File: config.mk
export PLATFORM = sky130hd
export DESIGN_NAME = i2c_bitbang_master_engine_core
export DESIGN_NICKNAME = d
export VERILOG_FILES = /design/src/rtl/i2cbb_pkg.sv /design/src/rtl/i2c_bitbang_master_engine_core.sv
export SDC_FILE = /design/constraint.sdc
export NUM_CORES = 1
export LEC_CHECK = 0
export BUFFER_PORTS_ARGS = -buffer_cell sky130_fd_sc_hd__buf_2
export CAP_MARGIN = 20
export CORE_MARGIN = 2
export CORE_UTILIZATION = 45
export CTS_BUF_LIST = sky130_fd_sc_hd__clkbuf_16
export DETAILED_ROUTE_END_ITERATION = 8
export GPL_TIMING_DRIVEN = 0
export PLACE_DENSITY = 0.65
export SLEW_MARGIN = 40
export SYNTH_ARGS = -nofsm -noshare
export SYNTH_HDL_FRONTEND = slang
export SYNTH_SLANG_ARGS = --single-unit
File: constraint.sdc
create_clock -name aclk -period 3.4 [get_ports aclk]
set_clock_uncertainty 0.05 [all_clocks]
set_input_delay 0.17 -clock aclk [delete_from_list [all_inputs] [get_ports aclk]]
set_output_delay 0.17 -clock aclk [all_outputs]
set_load 0.02 [all_outputs]
File: src/rtl/i2cbb_pkg.sv
package i2cbb_pkg;

    // operation codes, equal to the command codes that start them
    typedef enum logic [2:0] {
        OP_IDLE    = 3'd0,
        OP_START   = 3'd1,
        OP_STOP    = 3'd2,
        OP_WRITE   = 3'd3,
        OP_READ    = 3'd4,
        OP_RECOVER = 3'd5
    } op_t;

    // configuration register indexes
    localparam logic [1:0] REG_HALF_PERIOD = 2'd0;
    localparam logic [1:0] REG_SETTLE      = 2'd1;

    // configuration reset values
    localparam logic [15:0] HALF_PERIOD_RESET = 16'd100;
    localparam logic [23:0] SETTLE_RESET      = 24'd20000;

    // default number of scl pulses during bus recovery
    localparam int RECOVERY_PULSES_DEF = 16;

    // phase in which recovery waits for the bus to settle
    localparam logic [2:0] PH_SETTLE = 3'd6;

endpackage

File: src/rtl/i2c_bitbang_master_engine_core.sv
// Open-drain I2C master bit engine with bus recovery.
// Input channel (s_*): one item per time tick. s_tuser carries the command
// (0 tick only, 1 start, 2 stop, 3 write byte, 4 read byte, 5 recover bus);
// s_tdata carries the byte to send, the NACK request for reads and the
// sampled SDA level. Commands are taken only while the engine is idle.
// Result channel (m_*): exactly one result item per input item, giving the
// SCL/SDA pull-down drives, busy and done flags, the last write ACK, the
// last read byte and the recovery outcome.
// Config channel (cfg_*): register 0 is the half period in ticks, register
// 1 the settle wait after the recovery STOP; always ready. The user writes it only
// while idle, which the block does not enforce. The result of an item sits in the
// output register on the cycle after it is accepted. Throughput is one item per
// clock while the receiver does not stall, set by the single state update between
// the input handshake and the output register. When the receiver stalls, the
// output register holds its item and s_tready drops until that item is taken (an
// item is taken on the same edge as the result leaves). Reset releases both lines, idles
// the engine and restores the configuration defaults (half period 100, settle 20000).
module i2c_bitbang_master_engine_core #(
    parameter int RECOVERY_PULSES = i2cbb_pkg::RECOVERY_PULSES_DEF
) (
    input  logic        aclk,
    input  logic        aresetn,
    // input items
    input  logic        s_tvalid,
    output logic        s_tready,
    input  logic [2:0]  s_tuser,   // [2:0] cmd
    input  logic [15:0] s_tdata,   // [7:0] data_byte, [8] nack_last, [9] sda_in, zero fill
    // result items
    output logic        m_tvalid,
    input  logic        m_tready,
    output logic [15:0] m_tdata,   // [0] scl_drive_low, [1] sda_drive_low, [2] busy_res,
                                   // [3] done_res, [4] ack_seen, [12:5] read_data,
                                   // [13] bus_ok, zero fill
    // configuration writes
    input  logic        cfg_valid,
    output logic        cfg_ready,
    input  logic [1:0]  cfg_index,
    input  logic [23:0] cfg_data
);

    localparam int PW = $clog2(RECOVERY_PULSES + 1);
    localparam logic [PW-1:0] PULSE_MAX = PW'(RECOVERY_PULSES);

    // input fields
    logic [2:0] cmd;
    logic [7:0] data_byte;
    logic       nack_last;
    logic       sda_in;
    logic       s_fire;

    assign cmd       = s_tuser;
    assign data_byte = s_tdata[7:0];
    assign nack_last = s_tdata[8];
    assign sda_in    = s_tdata[9];
    assign s_tready  = !m_tvalid || m_tready;
    assign s_fire    = s_tvalid && s_tready;

    // configuration registers
    logic [15:0] half_reg;
    logic [23:0] settle_cfg_reg;

    assign cfg_ready = 1'b1;

    always_ff @(posedge aclk) begin
        if (!aresetn) begin
            half_reg       <= i2cbb_pkg::HALF_PERIOD_RESET;
            settle_cfg_reg <= i2cbb_pkg::SETTLE_RESET;
        end else if (cfg_valid) begin
            if (cfg_index == i2cbb_pkg::REG_HALF_PERIOD) half_reg <= cfg_data[15:0];
            else if (cfg_index == i2cbb_pkg::REG_SETTLE) settle_cfg_reg <= cfg_data;
        end
    end

    // sequencer state
    i2cbb_pkg::op_t op_reg, op_next;
    logic [2:0]    phase_reg, phase_next;
    logic [2:0]    bit_reg, bit_next;
    logic [15:0]   delay_reg, delay_next;
    logic [23:0]   settle_reg, settle_next;
    logic [7:0]    shift_reg, shift_next;
    logic [PW-1:0] pulse_reg, pulse_next;
    logic          scl_reg, scl_next;
    logic          sda_reg, sda_next;
    logic          ack_reg, ack_next;
    logic          ok_reg, ok_next;
    logic [7:0]    rd_reg, rd_next;
    logic          nack_reg, nack_next;
    logic          done;
    logic          enter;
    logic [2:0]    enter_ph;

    // one tick of the sequencer: phase end actions, then entry of the next phase
    always_comb begin
        op_next     = op_reg;
        phase_next  = phase_reg;
        bit_next    = bit_reg;
        delay_next  = delay_reg;
        settle_next = settle_reg;
        shift_next  = shift_reg;
        pulse_next  = pulse_reg;
        scl_next    = scl_reg;
        sda_next    = sda_reg;
        ack_next    = ack_reg;
        ok_next     = ok_reg;
        rd_next     = rd_reg;
        nack_next   = nack_reg;
        done        = 1'b0;
        enter       = 1'b0;
        enter_ph    = 3'd0;

        if (op_reg == i2cbb_pkg::OP_IDLE) begin
            // new command
            if (cmd inside {[i2cbb_pkg::OP_START:i2cbb_pkg::OP_RECOVER]}) begin
                op_next    = i2cbb_pkg::op_t'(cmd);
                bit_next   = 3'd0;
                pulse_next = '0;
                if (cmd == i2cbb_pkg::OP_WRITE) shift_next = data_byte;
                if (cmd == i2cbb_pkg::OP_READ) begin
                    shift_next = 8'd0;
                    nack_next  = nack_last;
                end
                enter    = 1'b1;
                enter_ph = 3'd0;
            end
        end else if (op_reg == i2cbb_pkg::OP_RECOVER && phase_reg == i2cbb_pkg::PH_SETTLE) begin
            // settle wait, then sample sda
            if (settle_reg != 24'd0) begin
                settle_next = settle_reg - 24'd1;
            end else begin
                ok_next = sda_in;
                op_next = i2cbb_pkg::OP_IDLE;
                done    = 1'b1;
            end
        end else if (delay_reg > 16'd1) begin
            delay_next = delay_reg - 16'd1;
        end else begin
            // end of the current phase
            case (op_reg)
                i2cbb_pkg::OP_START, i2cbb_pkg::OP_STOP: begin
                    if (phase_reg >= 3'd2) begin
                        done = 1'b1;
                    end else begin
                        enter    = 1'b1;
                        enter_ph = phase_reg + 3'd1;
                    end
                end
                i2cbb_pkg::OP_WRITE: begin
                    if (phase_reg == 3'd2) begin
                        enter = 1'b1;
                        if (bit_reg != 3'd7) begin
                            bit_next = bit_reg + 3'd1;
                            enter_ph = 3'd0;
                        end else begin
                            enter_ph = 3'd3;
                        end
                    end else if (phase_reg == 3'd4) begin
                        ack_next = !sda_in;
                        enter    = 1'b1;
                        enter_ph = 3'd5;
                    end else if (phase_reg >= 3'd5) begin
                        done = 1'b1;
                    end else begin
                        enter    = 1'b1;
                        enter_ph = phase_reg + 3'd1;
                    end
                end
                i2cbb_pkg::OP_READ: begin
                    if (phase_reg == 3'd0) begin
                        shift_next = {shift_reg[6:0], sda_in};
                        enter      = 1'b1;
                        enter_ph   = 3'd1;
                    end else if (phase_reg == 3'd1) begin
                        enter = 1'b1;
                        if (bit_reg != 3'd7) begin
                            bit_next = bit_reg + 3'd1;
                            enter_ph = 3'd0;
                        end else begin
                            enter_ph = 3'd2;
                        end
                    end else if (phase_reg == 3'd2) begin
                        enter    = 1'b1;
                        enter_ph = 3'd3;
                    end else begin
                        scl_next = 1'b1;
                        sda_next = 1'b0;
                        rd_next  = shift_reg;
                        done     = 1'b1;
                    end
                end
                default: begin
                    // recovery
                    if (phase_reg == 3'd0) begin
                        enter = 1'b1;
                        if (!sda_in) begin
                            pulse_next = '0;
                            enter_ph   = 3'd1;
                        end else begin
                            enter_ph = 3'd3;
                        end
                    end else if (phase_reg == 3'd2) begin
                        pulse_next = pulse_reg + PW'(1);
                        enter      = 1'b1;
                        if (sda_in || pulse_next >= PULSE_MAX) enter_ph = 3'd3;
                        else enter_ph = 3'd1;
                    end else begin
                        enter    = 1'b1;
                        enter_ph = phase_reg + 3'd1;
                    end
                end
            endcase
            if (done) begin
                op_next    = i2cbb_pkg::OP_IDLE;
                phase_next = 3'd0;
            end
        end

        // phase entry: load the delay and set the line drives
        if (enter) begin
            phase_next = enter_ph;
            delay_next = (half_reg != 16'd0) ? half_reg : 16'd1;
            case (op_next)
                i2cbb_pkg::OP_START: begin
                    if (enter_ph == 3'd0) begin
                        scl_next = 1'b0;
                        sda_next = 1'b0;
                    end else if (enter_ph == 3'd1) begin
                        sda_next = 1'b1;
                    end else begin
                        scl_next = 1'b1;
                    end
                end
                i2cbb_pkg::OP_STOP: begin
                    if (enter_ph == 3'd0) sda_next = 1'b1;
                    else if (enter_ph == 3'd1) scl_next = 1'b0;
                    else sda_next = 1'b0;
                end
                i2cbb_pkg::OP_WRITE: begin
                    if (enter_ph == 3'd0) sda_next = !shift_next[3'd7 - bit_next];
                    else if (enter_ph == 3'd1) scl_next = 1'b0;
                    else if (enter_ph == 3'd2) scl_next = 1'b1;
                    else if (enter_ph == 3'd3) sda_next = 1'b0;
                    else if (enter_ph == 3'd4) scl_next = 1'b0;
                    else scl_next = 1'b1;
                end
                i2cbb_pkg::OP_READ: begin
                    if (enter_ph == 3'd0) begin
                        sda_next = 1'b0;
                        scl_next = 1'b0;
                    end else if (enter_ph == 3'd1) begin
                        scl_next = 1'b1;
                    end else if (enter_ph == 3'd2) begin
                        sda_next = !nack_next;
                    end else begin
                        scl_next = 1'b0;
                    end
                end
                default: begin
                    if (enter_ph == 3'd0) begin
                        scl_next = 1'b0;
                        sda_next = 1'b0;
                    end else if (enter_ph == 3'd1) begin
                        scl_next = 1'b1;
                    end else if (enter_ph == 3'd2) begin
                        scl_next = 1'b0;
                    end else if (enter_ph == 3'd3) begin
                        sda_next = 1'b1;
                    end else if (enter_ph == 3'd4) begin
                        scl_next = 1'b0;
                    end else if (enter_ph == 3'd5) begin
                        sda_next = 1'b0;
                    end else begin
                        settle_next = settle_cfg_reg;
                    end
                end
            endcase
        end
    end

    // state update on each accepted item
    always_ff @(posedge aclk) begin
        if (!aresetn) begin
            op_reg     <= i2cbb_pkg::OP_IDLE;
            phase_reg  <= 3'd0;
            bit_reg    <= 3'd0;
            delay_reg  <= 16'd0;
            settle_reg <= 24'd0;
            shift_reg  <= 8'd0;
            pulse_reg  <= '0;
            scl_reg    <= 1'b0;
            sda_reg    <= 1'b0;
            ack_reg    <= 1'b0;
            ok_reg     <= 1'b0;
            rd_reg     <= 8'd0;
            nack_reg   <= 1'b0;
        end else if (s_fire) begin
            op_reg     <= op_next;
            phase_reg  <= phase_next;
            bit_reg    <= bit_next;
            delay_reg  <= delay_next;
            settle_reg <= settle_next;
            shift_reg  <= shift_next;
            pulse_reg  <= pulse_next;
            scl_reg    <= scl_next;
            sda_reg    <= sda_next;
            ack_reg    <= ack_next;
            ok_reg     <= ok_next;
            rd_reg     <= rd_next;
            nack_reg   <= nack_next;
        end
    end

    // output register
    logic        m_valid_reg;
    logic [15:0] m_data_reg;

    always_ff @(posedge aclk) begin
        if (!aresetn) begin
            m_valid_reg <= 1'b0;
        end else if (s_tready) begin
            m_valid_reg <= s_tvalid;
        end
    end

    always_ff @(posedge aclk) begin
        if (s_fire) begin
            m_data_reg <= {2'b00, ok_next, rd_next, ack_next, done,
                           (op_next != i2cbb_pkg::OP_IDLE), sda_next, scl_next};
        end
    end

    assign m_tvalid = m_valid_reg;
    assign m_tdata  = m_data_reg;

    // a finishing tick always leaves the engine idle
    a_done_not_busy: assert property (@(posedge aclk) disable iff (!aresetn)
        m_tvalid |-> !(m_tdata[3] && m_tdata[2]))
        else $error("done reported while still busy");

    // a valid command on an idle engine starts an operation
    a_cmd_starts: assert property (@(posedge aclk) disable iff (!aresetn)
        (s_fire && op_reg == i2cbb_pkg::OP_IDLE &&
         cmd >= i2cbb_pkg::OP_START && cmd <= i2cbb_pkg::OP_RECOVER)
        |=> op_reg != i2cbb_pkg::OP_IDLE)
        else $error("command accepted while idle did not start");

    // a timed phase never runs with an empty delay counter
    a_delay_loaded: assert property (@(posedge aclk) disable iff (!aresetn)
        (op_reg != i2cbb_pkg::OP_IDLE &&
         !(op_reg == i2cbb_pkg::OP_RECOVER && phase_reg == i2cbb_pkg::PH_SETTLE))
        |-> delay_reg != 16'd0)
        else $error("phase delay counter is zero while busy");

    // recovery pulse count stays within its limit
    a_pulse_bound: assert property (@(posedge aclk) disable iff (!aresetn)
        pulse_reg <= PULSE_MAX)
        else $error("recovery pulse count out of range");

endmodule

* After elaboration in Yosys (flattened, before gate mapping) *
Index checks and enable logic that the tools add are counted.

storage, ports and cells
  bits in read-only memories = 0
  RAM bits = 0
  bits in latches = 0
  flip-flop bits (word level) = 130
  output and inout bits = 19
  memories kept = 0

cells by class
  shifts and indexed selects = 0
  div/mod/pow operators = 0
  add/subtract/negate cells = 6
  bitwise gates (word level) = 1
  reduce and logical (&&, ||, !) cells = 27
  equality and inequality tests = 30
  $lt $le $gt $ge = 7
  multiplexer cells = 168
  multiply operators = 0

operators with widths
  operator                                             count
  two-way mux 24 bit                                   11
  two-way mux 8 bit                                    15
  two-way mux 3 bit                                    30
  two-way mux 1 bit                                    87
  two-way mux 16 bit                                   5
  two-way mux 5 bit                                    8
  equality test 3 x 2 -> 1 bit, second input constant  8
  equality test 3 bit, second input constant           8
  nonzero test 24 bit                                  1
  subtractor 24 x 1 -> 24 bit, second input constant   1
  > comparator 16 x 1 -> 1 bit, second input constant  1
  nonzero test 16 bit                                  1
  subtractor 16 x 1 -> 16 bit, second input constant   1
  equality test 3 x 1 -> 1 bit, second input constant  4
  two-way mux 2 bit                                    5
  inequality test 2 bit, second input constant         5
  logical NOT 3 bit                                    3
  case mux 3 bit (3 select lines)                      1
  case mux 1 bit (4 select lines)                      2
  OR reduction 4 bit                                   2
  AND reduction 7 bit                                  1
  adder 3 x 1 -> 3 bit, second input constant          2
  inequality test 3 bit, second input constant         2
  case mux 1 bit (3 select lines)                      2
  24 further kinds                                     33

* Logic depth before layout (Yosys ltp) *
Gate-level depths: netlist of the first run.

  depth in word-level cells = 19
  depth in mapped cells = 15

* Worst setup path before layout of the first run *
Ideal clock, no wire load.

  kind = register to register
  from = reg phase_reg[0]
  to = reg settle_reg[19]
  period minus slack after synthesis = 3.186 ns
  data required time = 3.235 ns
  setup time = 0.115 ns
  data arrival time = 3.021 ns
  slack = 0.214 ns
  stages on the path, launching flop included = 14
  cell sequence = dfxtp_1 > inv_1 > ha_1 > clkbuf_1 > nor2b_1 > nand2_1 > and4_1 > a21boi_1 > o21ai_1 > a2111oi_4 > buf_6 > a21oi_1 > o21a_1 > o21a_1

on the way
  cells in the longest elaborated chain, start to end = 17
  elaborated cells between the ends (all ways) = 69
  those cells by class = 1 x add/sub; 2 x order compare; 13 x eq/ne; 49 x mux; 4 x reduce/logical

RTL lines
  item                                                    RTL line                                                                                                             RTL
  start, declared                                         i2c_bitbang_master_engine_core.sv:76                                                                                 logic [2:0] phase_reg, phase_next;
  start signal, assigned                                  i2c_bitbang_master_engine_core.sv:297                                                                                phase_reg <= phase_next;
  adder 3 x 1 -> 3 bit, or another cell as far along      i2c_bitbang_master_engine_core.sv:144, i2c_bitbang_master_engine_core.sv:164, i2c_bitbang_master_engine_core.sv:207
  two-way mux 3 bit or two-way mux 2 bit (tied branches)  i2c_bitbang_master_engine_core.sv:160, i2c_bitbang_master_engine_core.sv:180
  two-way mux 3 bit, on equally long branches             i2c_bitbang_master_engine_core.sv:156, i2c_bitbang_master_engine_core.sv:172
  two-way mux 3 bit, on equally long branches             i2c_bitbang_master_engine_core.sv:148, i2c_bitbang_master_engine_core.sv:168
  case mux 3 bit (3 select lines)                         i2c_bitbang_master_engine_core.sv:138                                                                                case (op_reg)
  two-way mux 3 bit                                       i2c_bitbang_master_engine_core.sv:134                                                                                end else if (delay_reg > 16'd1) begin
  two-way mux 3 bit                                       i2c_bitbang_master_engine_core.sv:125                                                                                end else if (op_reg == i2cbb_pkg::OP_RECOVER && phase_reg == i2cbb_pkg::PH_SETTLE) begin
  two-way mux 3 bit                                       i2c_bitbang_master_engine_core.sv:111                                                                                if (op_reg == i2cbb_pkg::OP_IDLE) begin
  equality test 3 bit                                     i2c_bitbang_master_engine_core.sv:269                                                                                end else if (enter_ph == 3'd5) begin
  two-way mux 24 bit                                      i2c_bitbang_master_engine_core.sv:269
  two-way mux 24 bit                                      i2c_bitbang_master_engine_core.sv:267                                                                                end else if (enter_ph == 3'd4) begin
  two-way mux 24 bit                                      i2c_bitbang_master_engine_core.sv:265                                                                                end else if (enter_ph == 3'd3) begin
  two-way mux 24 bit                                      i2c_bitbang_master_engine_core.sv:263                                                                                end else if (enter_ph == 3'd2) begin
  two-way mux 24 bit                                      i2c_bitbang_master_engine_core.sv:261                                                                                end else if (enter_ph == 3'd1) begin
  two-way mux 24 bit                                      i2c_bitbang_master_engine_core.sv:258                                                                                if (enter_ph == 3'd0) begin
  two-way mux 24 bit                                      i2c_bitbang_master_engine_core.sv:221                                                                                case (op_next)
  two-way mux 24 bit *                                    i2c_bitbang_master_engine_core.sv:218                                                                                if (enter) begin
  end signal, assigned                                    i2c_bitbang_master_engine_core.sv:300                                                                                settle_reg <= settle_next;
  end, declared                                           i2c_bitbang_master_engine_core.sv:79                                                                                 logic [23:0] settle_reg, settle_next;

Mark *: on every way between the ends. The rest lies on a longest branch, timed or not. The select of a mux whose other input is x is not followed.
A chain may end at the register's enable or synchronous reset.

* Worst setup path in the final report of the first run *
  from = reg delay_reg[11]
  to = reg scl_reg

on the way
  cells in the longest elaborated chain, start to end = 12
  elaborated cells between the ends (all ways) = 41
  those cells by class = 1 x order compare; 8 x eq/ne; 31 x mux; 1 x reduce/logical

RTL lines
  item                                         RTL line                                                                      RTL
  start, declared                              i2c_bitbang_master_engine_core.sv:78                                          logic [15:0] delay_reg, delay_next;
  start signal, assigned                       i2c_bitbang_master_engine_core.sv:299                                         delay_reg <= delay_next;
  > comparator 16 x 1 -> 1 bit *               i2c_bitbang_master_engine_core.sv:134
  two-way mux 3 bit                            i2c_bitbang_master_engine_core.sv:134
  two-way mux 3 bit                            i2c_bitbang_master_engine_core.sv:125
  two-way mux 3 bit                            i2c_bitbang_master_engine_core.sv:111
  equality test 3 bit                          i2c_bitbang_master_engine_core.sv:242, i2c_bitbang_master_engine_core.sv:267
  two-way mux 1 bit, on equally long branches  i2c_bitbang_master_engine_core.sv:267, i2c_bitbang_master_engine_core.sv:242
  two-way mux 1 bit, on equally long branches  i2c_bitbang_master_engine_core.sv:265, i2c_bitbang_master_engine_core.sv:241
  two-way mux 1 bit, on equally long branches  i2c_bitbang_master_engine_core.sv:263, i2c_bitbang_master_engine_core.sv:240
  two-way mux 1 bit, on equally long branches  i2c_bitbang_master_engine_core.sv:261, i2c_bitbang_master_engine_core.sv:239
  two-way mux 1 bit, on equally long branches  i2c_bitbang_master_engine_core.sv:258, i2c_bitbang_master_engine_core.sv:238
  case mux 1 bit (4 select lines)              i2c_bitbang_master_engine_core.sv:221
  two-way mux 1 bit *                          i2c_bitbang_master_engine_core.sv:218
  net scl_next                                 i2c_bitbang_master_engine_core.sv:82                                          logic scl_reg, scl_next;
  end signal, assigned                         i2c_bitbang_master_engine_core.sv:303                                         scl_reg <= scl_next;
  end, declared                                i2c_bitbang_master_engine_core.sv:82

Mark *: on every way through the listed nets, which the timed path passes. The rest lies on a longest branch.

==> results.md, run 1 <==
* Vias in the first global route at 7484
* Via count at 8224
* Simple-gate share of the synthesized area at 27.30%
* Rows at 48
* Most used DFF post-synth: dfxtp_1
* Synth-to-layout area growth at 25.03%
* Core region area at 17120 sq um
* Iteration-0 DRC Markers at 953
* Peak Freq at 296.1 MHz
* Slew Limit Fails at 0
* Overflow after GRT at 0
* Hold Path Stages at 3
* Total power at 0.005333 W
* Post-synth EDFFs at 14
* Vias per Instance at 6.003
* Status: completed
* H-tree Lvls at 4
* Footprint of the multi-input gates at 4875 sq um
* Worst IR drop on VDD at 0.4594 mV
* Startpoint types: flop
* FF+latch count, synth at 130
* First-pass GRT wire length at 40050 um
* Fin cells at 1370
* Synth Area in Adders at 1.916%
* Critical path startpoint: delay_reg[11]$_SDFFE_PN0P_
* Post-synthesis xor/xnor area fraction at 0.2254%
* DIE WIDTH at 135.4 um
* Hold Crit Start: m_tready
* Share of cells above drive strength 1 at 19.48%
* Post-synthesis mux area share at 2.238%
* Reg area at 2751 sq um
* Filler cells at 1612
* Initial antenna violation count at 0
* Worst reg2reg startpoint: delay_reg[11]$_SDFFE_PN0P_
* Final instance area at 9718 sq um
* FF-to-FF setup slack at 20 ps
* Hold WC Path Type: in2reg
* Ports at 69
* Total CTS buffers at 17
* Max_slew headroom at 47.44%
* Max-cap violation count at 0
* WL per Instance at 18.79 um
* Post-synthesis async set-or-reset flop share at 0%
* Starting Density at 45.41%
* HPWL after detailed placement at 17930 um
* Reg-to-reg endpoint: scl_reg$_SDFFE_PN0P_
* Complex-gate fraction of the synthesized area at 27.51%
* TritonCTS clock tree: done
* Syn_area_per_cell at 7.757 sq um
* Critical Path Fanout Max at 9
* Critical path arrival at 3690 ps
* DR DRC count at 0
* Clock Pin Slew Worst Setup and Hold Paths at 60 ps
* Routability cong. at 0.9554
* Final nets at 1193
* Cells after Synth at 1002
* Hold_ws at 22.19 ps
* Netlist area before placement at 7772 sq um
* Crit path to: scl_reg$_SDFFE_PN0P_
* Yosys cell types at 77
* Worst-Skew Late Latency at 430 ps
* Antenna viol nets, final at 0
* Post-synthesis sequential area ratio at 35.29%
* Final Util at 56.78%
* Largest net degree at the start of global routing at 24
* Area after DPL at 8361 sq um
* Reg2Reg Depth at 11
* CTS Sinks at 130
* Crit path kind: reg2reg
* RSZ-0062 raised after global routing: true
* IO Port Bufs at 58
* YS warnings at 0
* Leakage at 3.664 nW
* GRT Total Usage at 28.15%
* Fin. Hold Viols at 0
* Combinational family with the most area after synthesis: compound AO/OA/AOI/OAI gates
* Placed cell count at 1286
* Die Height at 135.4 um
* Final WL at 25750 um
* Slew @ Worst Pin at 786.6 ps
* Die area at 18340 sq um
* Ant diodes at 0
* First-pass DRT Iterations at 6
* Final min period at 3377 ps
* Final setup vio count at 0
* Crit path required time at 3720 ps
* Root Buffer: clkbuf_16
* Power per cell area at 548.7 nW/um^2
* Tcrit/Tclk final at 99.32%
* Endpoint class of the critical path: flop
* Longest Clk Path Bufs at 2
[what timing repair did]
action	CTS	global route
hold endpoints to repair	42	0
pin swaps	14	13
setup buffers	15	15
setup endpoints to repair	47	47
gates cloned	1	0
hold buffers	26	0
resized for setup	41	45
[worst max-delay path, cell delays in order (launching register included)]
cell,delay [ps]
dfxtp_2,350
or4_4,560
or4_4,570
buf_8,160
nor3_4,250
o211ai_2,160
buf_6,160
maj3_2,290
a211o_1,310
nand3_1,90
a211o_1,230
o21ba_1,150
[per-stage QoR]
stage          setup slack, ps  setup TNS, ps
2_1_floorplan            214.4              0
3_3_place_gp            -662.9         -17430
3_5_place_dp            -636.7         -16710
4_1_cts                 -2.196         -2.196
5_1_grt                 -70.87         -447.4
6_report                 23.14              0
[power breakdown]
group	total [W]	leakage (nW)	internal, W	switching [W]
combinational	0.00185	2.31	0.000731	0.00111
clock	0.00172	0.271	0.000995	0.000728
sequential	0.00176	1.09	0.00166	0.000106
total	0.00533	3.66	0.00338	0.00195
[layout by cell type (no fill, tap or decap), types with 10 or more instances in the layout]
master,n
nor3b_1,14
nor2b_1,10
mux2_2,11
dlygate4sd3_1,26
dfxtp_1,109
a21boi_0,48
edfxtp_1,14
clkbuf_16,17
a21oi_1,59
nor3_1,32
a31oi_1,16
nand3_1,33
buf_4,31
nand2b_1,11
a22oi_1,13
nand4_1,14
nand2_1,137
nor2_1,83
o21ai_0,51
o21ai_1,16
and2_1,19
clkbuf_1,45
inv_1,26
buf_2,60
nor4_1,16
[cells in the mapped netlist (11+ instances only)]
library cell | n | area [sq um]
a21boi_0 | 49 | 367.9
a21oi_1 | 61 | 305.3
a22oi_1 | 13 | 97.59
a31oi_1 | 17 | 106.4
and2_1 | 20 | 125.1
clkbuf_1 | 59 | 221.5
dfxtp_1 | 116 | 2322
edfxtp_1 | 14 | 420.4
ha_1 | 11 | 137.6
inv_1 | 27 | 101.4
mux2_2 | 11 | 123.9
nand2_1 | 139 | 521.8
nand2b_1 | 11 | 68.82
nand3_1 | 35 | 175.2
nand4_1 | 14 | 87.58
nor2_1 | 84 | 315.3
nor3_1 | 35 | 175.2
nor3b_1 | 15 | 112.6
nor4_1 | 19 | 118.9
o21ai_0 | 54 | 270.3
o21ai_1 | 15 | 75.07
[logic make-up after synthesis]
| logic type | Yosys count |
|---|---|
| and+or+nand+nor | 423 |
| AOI/OAI and AO/OA | 316 |
| DFF | 130 |
| buffers and inverters | 101 |
| muxes | 16 |
| adders and majority gates | 12 |
| other | 2 |
| xor gates and xnor gates | 2 |
[final cells by class]
type,instances,area share (%)
buffer,68,3.566
clock buffer,17,4.377
clock inverter,15,1.210
inverter,28,1.082
multi-input combinational,772,50.16
sequential,130,28.31
tap,225,2.897
timing repair buffer,115,8.394
[metal layers]
metal	vias to the layer above	GRT usage [%]	routed length (um)	share of wire [%]
met2	396	46.73	12080	47
met4	0	10.53	774	3.0
met1	3854	36.94	11130	43
met5	-	0	0	0
li1	3915	-	-	-
met3	59	4.564	1767	6.9
[how the worst min path moves through the flow]
stage	end
CTS	m_tvalid$_SDFFE_PN0N_
floorplan	settle_cfg_reg[10]$_SDFFE_PN1P_
global route	m_tvalid$_SDFFE_PN0N_
finish	m_tvalid$_SDFFE_PN0N_
detailed placement	settle_cfg_reg[9]$_SDFFE_PN1P_
global placement	settle_cfg_reg[11]$_SDFFE_PN1P_
No activity file was read; power rests on OpenSTA's default activity.
==> inputs of run 2 (changes only) <==
- PLACE_DENSITY: 0.65 -> not set
- PLACE_DENSITY_LB_ADDON: not set -> 0.12
==> run 2 against run 1 <==
  * Wire length shrank 0.71%
  * Combinational power is 3% lower
  * Final area grew 0.67%
  * Via count is 1.2% lower
  * Utilization is 0.38 points higher
  * Critical path depth rose by 1
  * Non-clock buffer count decreased by 1
  * First-iteration DRC count shrank 30%
  * Worst hold slack improved by 4.0 ps
  * Flip-flop and latch count unchanged
  * Worst setup slack improved by 30 ps
  * Clock power grew 12%
==> results.md, run 2 (synthesis gave the netlist of run 1 again) <==
* Cell family with most CP delay: simple AND/OR/NAND/NOR gates
* Commonest non-fill, non-tap cell in the layout: nand2_1
* RSZ-0062 raised after global routing: true
* First-pass DRT Iterations at 6 (unchanged)
* Worst IR drop on VDD at 0.5033 mV (+9.6%)
* Fin. Hold Viols at 0 (unchanged)
* Fin cells at 1370 (unchanged)
* Critical path startpoint: delay_reg[10]$_SDFFE_PN0P_
* Leakage at 3.704 nW (+1.1%)
* Crit-path slowest cell: or4_4
* Slew Limit Fails at 0 (unchanged)
* Share of cells above drive strength 1 at 19.93% (+0.45 points)
* Worst reg2reg startpoint: delay_reg[10]$_SDFFE_PN0P_
* Status: completed
* Vias in the first global route at 7647 (+2.2%)
* GRT Total Usage at 28.38% (+0.22 points)
* WL per Instance at 18.66 um (-0.71%)
* Total CTS buffers at 17 (unchanged)
* Iteration-0 DRC Markers at 667 (-30%)
* Hold WC Path Type: in2reg
* CTS Sinks at 130 (unchanged)
* Crit path largest cell delay at 570 ps (about the same)
* Initial antenna violation count at 1 (+1)
* Cell mode on critical path: buf_4
* HPWL after detailed placement at 18100 um (+0.99%)
* Final nets at 1192 (-0.084%)
* Worst-Skew Late Latency at 420 ps (about the same)
* Via count at 8127 (-1.2%)
* Tcrit/Tclk final at 98.44% (-0.88 points)
* Critical Path Fanout Max at 8 (-1)
* Overflow after GRT at 0 (unchanged)
* Root Buffer: clkbuf_16
* Hold_ws at 26.16 ps (+3.971 ps)
* Vias per Instance at 5.932 (-1.2%)
* Startpoint types: flop
* Starting Density at 45.41% (unchanged)
* Longest Clk Path Bufs at 2 (unchanged)
* Setup slack after layout at 52.96 ps (+29.82 ps)
* Critical path arrival at 3430 ps (-260 ps)
* CP Buf/Inv Count at 4 (+2)
* Max-cap violation count at 0 (unchanged)
* Routability cong. at 0.9599 (+0.47%)
* FF-to-FF setup slack at 50 ps (+30 ps)
* Endpoint class of the critical path: flop
* Core region area at 17120 sq um (unchanged)
* Crit path kind: reg2reg
* Power per cell area at 560.1 nW/um^2 (+2.1%)
* Final min period at 3347 ps (-29.82 ps)
* Largest net degree at the start of global routing at 24 (unchanged)
* TritonCTS clock tree: done
* Max_slew headroom at 50.96% (+3.5 points)
* DIE WIDTH at 135.4 um (unchanged)
* Most frequent cells in the layout: nand2_1, dfxtp_1, nor2_1, buf_2, a21oi_1
* Place WS at -676.7 ps (-40.05 ps)
* IO Port Bufs at 58 (unchanged)
* Slew @ Worst Pin at 735.6 ps (-51.03 ps)
* Die Height at 135.4 um (unchanged)
* Hold Crit Start: s_tdata[8]
* Final Util at 57.16% (+0.38 points)
* DR DRC count at 0 (unchanged)
* Peak Freq at 298.8 MHz (+0.89%)
* Antenna viol nets, final at 0 (unchanged)
* Clock Pin Slew Worst Setup and Hold Paths at 60 ps (about the same)
* Rows at 48 (unchanged)
* Placed cell count at 1286 (unchanged)
* First-pass GRT wire length at 40570 um (+1.3%)
* Final instance area at 9783 sq um (+0.67%)
* Die area at 18340 sq um (unchanged)
* H-tree Lvls at 4 (unchanged)
* Synth-to-layout area growth at 25.87%
* Ports at 69 (unchanged)
* Crit path required time at 3490 ps (-230 ps)
* Area after DPL at 8361 sq um (unchanged)
* Final setup vio count at 0 (unchanged)
* Critical-path cell list: buf_6 -> or4_4 -> nor4_4 -> buf_4 -> clkbuf_8 -> nand4_1 -> buf_4 -> o21a_1 -> nor3_1 -> nor2_1 -> a211o_1 -> a2bb2oi_1
* Final WL at 25560 um (-0.71%)
run 2: cell types whose count changed in the layout (fill, tap and decap cells not counted), moves of 3 or more:
cell	before	now
dfxtp_2	7	2
a21oi_1	59	55
a21oi_2	2	6
clkbuf_2	9	13
dfxtp_1	109	113
o21ai_0	51	47
o21ai_1	16	20
bufinv_16	1	4
clkbuf_1	45	42
run 2: worst register-to-register path, stage by stage, from the launching register on:
cell	delay (ps)
dfxtp_1	300
buf_6	130
or4_4	570
nor4_4	250
buf_4	190
clkbuf_8	160
nand4_1	180
buf_4	200
o21a_1	250
nor3_1	210
nor2_1	110
a211o_1	330
a2bb2oi_1	140
run 2: repair_timing:
| item | in CTS | in global routing |
|---|---|---|
| gates resized for setup | 33 | 64 |
| hold buffers | 25 | 0 |
| pin swaps | 7 | 25 |
| setup endpoints to repair | 47 | 44 |
| setup buffers | 9 | 19 |
| hold endpoints to repair | 39 | 0 |
| gates cloned | 0 | 2 |
run 2: routing by layer:
metal	share of wire [%]	GRT usage, %	vias to the layer above
met1	43	37.70	3770
met3	7.5	4.901	71
li1	-	-	3902
met2	46	44.98	384
met4	3.6	13.31	0
met5	0	0	-
run 2: layout make-up:
type | count | area (sq um)
Tap cell | 225 | 281.5
Sequential cell | 130 | 2749
Buffer | 69 | 352.8
Clock inverter | 15 | 190.2
Inverter | 28 | 107.6
Multi-Input combinational cell | 772 | 4883
Fill cell | 1618 | 7333
Antenna cell | 1 | 2.502
Clock buffer | 17 | 425.4
Timing Repair Buffer | 113 | 790.8
run 2: final timing paths:
check                                                       to  cells past startpoint
worst max-delay path                      m_tdata[1]$_DFFE_PP_                     12
worst min-delay path                     nack_reg$_SDFFE_PN0P_                      3
worst max register to register            m_tdata[1]$_DFFE_PP_                     12
worst min register to register  settle_cfg_reg[7]$_SDFFE_PN0P_                      2
run 2: where the power goes:
group	internal [W]	switching, W
combinational	0.000682	0.00110
sequential	0.00166	0.000104
clock	0.00122	0.000711
total	0.00356	0.00192
run 2: metrics by stage:
stage	setup TNS (ps)	power [W]
6_report	0	0.005480
5_1_grt	-153.9	0.005725
4_1_cts	0	0.005324
3_5_place_dp	-18410	0.003246
3_3_place_gp	-18440	0.003231
2_1_floorplan	0	0.002811
==> inputs of run 3 (changes only) <==
- CORE_ASPECT_RATIO: not set -> 0.7
- CORE_UTILIZATION: 45 -> 50
==> run 3 against run 2 <==
  * Sequential share of layout area grew 0.19 points
  * First-iteration DRC count grew 47%
  * Maximum frequency fell by 1.1%
  * Largest power group is now combinational logic
  * Via count grew 2.0%
  * Sequential power hardly changed
  * Critical endpoint is now settle_reg[1]$_SDFFE_PN0P_
  * Final area decreased by 0.36%
  * Worst setup slack lost 37 ps
==> results.md, run 3 (synthesis gave the netlist of run 1 again) <==
* Endpoint class of the critical path: flop
* Ports at 69 (unchanged)
* Int Pwr at 0.003304 W (-7.2%)
* Placed cell count at 1261 (-1.9%)
* Total power at 0.005327 W (-2.8%)
* Commonest non-fill, non-tap cell in the layout: nand2_1
* Longest Clk Path Bufs at 2 (unchanged)
* Ant diodes at 0 (-1)
* Crit path largest cell delay at 630 ps (+60 ps)
* Combinational share of power at 33.7% (+1.1 points)
* First-pass GRT wire length at 39350 um (-3.0%)
* Busiest grt layer: met1
* Cell family with most CP delay: simple AND/OR/NAND/NOR gates
* Overflow after GRT at 0 (unchanged)
* Max_slew headroom at 46.51% (-4.4 points)
* FF-to-FF setup slack at 20 ps (-40 ps)
* Area after DPL at 8334 sq um (-0.31%)
* Clock Pin Slew Worst Setup and Hold Paths at 60 ps (about the same)
* Crit-path slowest cell: or4_4
* Switching share of power at 37.97% (+3.0 points)
* Core region area at 15360 sq um (-10%)
* Crit path required time at 3680 ps (+190 ps)
* Critical-path cell list: or4_4 -> nor4_4 -> and4_4 -> a21oi_2 -> nor3_4 -> inv_2 -> a2111oi_4 -> buf_4 -> o21a_1 -> nor2_1 -> a211oi_1
* Total CTS buffers at 17 (unchanged)
* Final nets at 1194 (+0.17%)
* Fin. Hold Viols at 0 (unchanged)
* RSZ-0062 raised after global routing: true
* First-pass DRT Iterations at 6 (unchanged)
* Slew @ Worst Pin at 796.2 ps (+60.59 ps)
* Hold WC Path Type: in2reg
* Final WL at 25390 um (-0.66%)
* Synth-to-layout area growth at 25.42%
* Final Util at 63.48% (+6.3 points)
* Largest net degree at the start of global routing at 24 (unchanged)
* Crit path kind: reg2reg
* Most frequent cells in the layout: nand2_1, dfxtp_1, nor2_1, buf_2, a21oi_1
* Met2 Usage GRT at 42.00% (-3.0 points)
* Die Height at 108.3 um (-20%)
* Max-cap violation count at 0 (unchanged)
* Status: completed
* IO Port Bufs at 58 (unchanged)
* Share of cells above drive strength 1 at 19.72% (-0.21 points)
* CP Buf/Inv Count at 2 (-2)
* Worst IR drop on VDD at 0.3345 mV (-34%)
* Antenna viol nets, final at 0 (unchanged)
* Clk pwr share at 33.2% (-2.1 points)
* P_sw at 0.002023 W (+5.4%)
* Worst-Skew Late Latency at 420 ps (about the same)
* Critical path arrival at 3660 ps (+230 ps)
* Vias per Instance at 6.158 (+3.8%)
* CTS Sinks at 130 (unchanged)
* Vias in the first global route at 7249 (-5.2%)
* Sequential power share at 33.1% (+1.0 points)
* H-tree Lvls at 4 (unchanged)
* Peak Freq at 295.5 MHz (-1.1%)
* Routability cong. at 0.9691 (+0.96%)
* Leakage at 3.683 nW (-0.58%)
* GRT Total Usage at 30.00% (+1.6 points)
* Met1 Usage GRT at 45.32% (+7.6 points)
* Critical Path Fanout Max at 8 (unchanged)
* Setup TNS at 0 ps (unchanged)
* DR DRC count at 0 (unchanged)
* Rows at 38 (-21%)
* Final setup vio count at 0 (unchanged)
* WL per Instance at 18.87 um (+1.1%)
* Startpoint types: flop
* Root Buffer: clkbuf_16
* TritonCTS clock tree: done
* Die area at 16570 sq um (-9.6%)
* GRT met3 Usage at 6.413% (+1.5 points)
* Power per cell area at 546.5 nW/um^2 (-2.4%)
* HPWL after detailed placement at 18000 um (-0.57%)
* Slew Limit Fails at 0 (unchanged)
* Final instance area at 9748 sq um (-0.36%)
* Initial antenna violation count at 0 (-1)
* Starting Density at 50.61% (+5.2 points)
* DIE WIDTH at 153.0 um (+13%)
* Via count at 8288 (+2.0%)
* Tcrit/Tclk final at 99.53% (+1.1 points)
* Iteration-0 DRC Markers at 978 (+47%)
* Fin cells at 1346 (-1.8%)
* Final min period at 3384 ps (+36.99 ps)
[run 3: what timing repair did]
item / in CTS / in global routing
buffers inserted: 10 / 21
gates resized for setup: 35 / 54
pin swaps: 8 / 14
endpoints found under the hold margin: 39 / 0
gates cloned: 0 / 2
hold buffers: 25 / 0
endpoints found under the setup margin: 43 / 44
[run 3: per-stage QoR]
step | hold WS, ps | setup WS (ps)
after floorplan | 244.0 | 214.4
after global placement | 354.0 | -659.3
after detailed placement | 351.6 | -664.4
after CTS | 7.420 | 8.730
after global routing | 7.689 | -60.08
final | 12.82 | 15.97
[run 3: area by class of cell]
class | instances | area (sq um)
multi-input cells | 772 | 4875
clock buffers | 17 | 425.4
repair buffers | 116 | 850.8
fillers | 1345 | 5609
inverters | 28 | 107.6
flip-flops and latches | 130 | 2758
plain buffers | 68 | 337.8
clock inverters | 15 | 143.9
well taps | 200 | 250.2
[run 3: path summary, 6_finish.rpt]
| kind | to | cells past startpoint | from |
|---|---|---|---|
| hold reg to reg | settle_cfg_reg[23]$_SDFFE_PN0P_ | 2 | settle_cfg_reg[23]$_SDFFE_PN0P_ |
| setup reg to reg | settle_reg[1]$_SDFFE_PN0P_ | 11 | delay_reg[4]$_SDFFE_PN0P_ |
| hold / removal | nack_reg$_SDFFE_PN0P_ | 3 | s_tdata[8] |
| setup / recovery | settle_reg[1]$_SDFFE_PN0P_ | 11 | delay_reg[4]$_SDFFE_PN0P_ |
[run 3: power by group through the flow]
stage	Clock (W)	Combinational, W	Sequential (W)
2_1_floorplan	0	0.00104	0.00177
3_3_place_gp	0	0.00144	0.00178
3_5_place_dp	0	0.00146	0.00178
4_1_cts	0.00178	0.00162	0.00175
5_1_grt	0.00185	0.00191	0.00178
6_report	0.00177	0.00179	0.00176
[run 3: worst register-to-register path, delay by kind of cell (launching register included)]
family,cells,cell delay (ps)
DFF,1,380
and+or+nand+nor,5,1580
buffers and inverters,2,390
AOI/OAI and AO/OA,4,900
[run 3: per-layer routing]
layer	vias up	share of wire, %
met1	3830	46
met5	-	0
met3	64	11
li1	3918	-
met4	0	2.7
met2	476	40
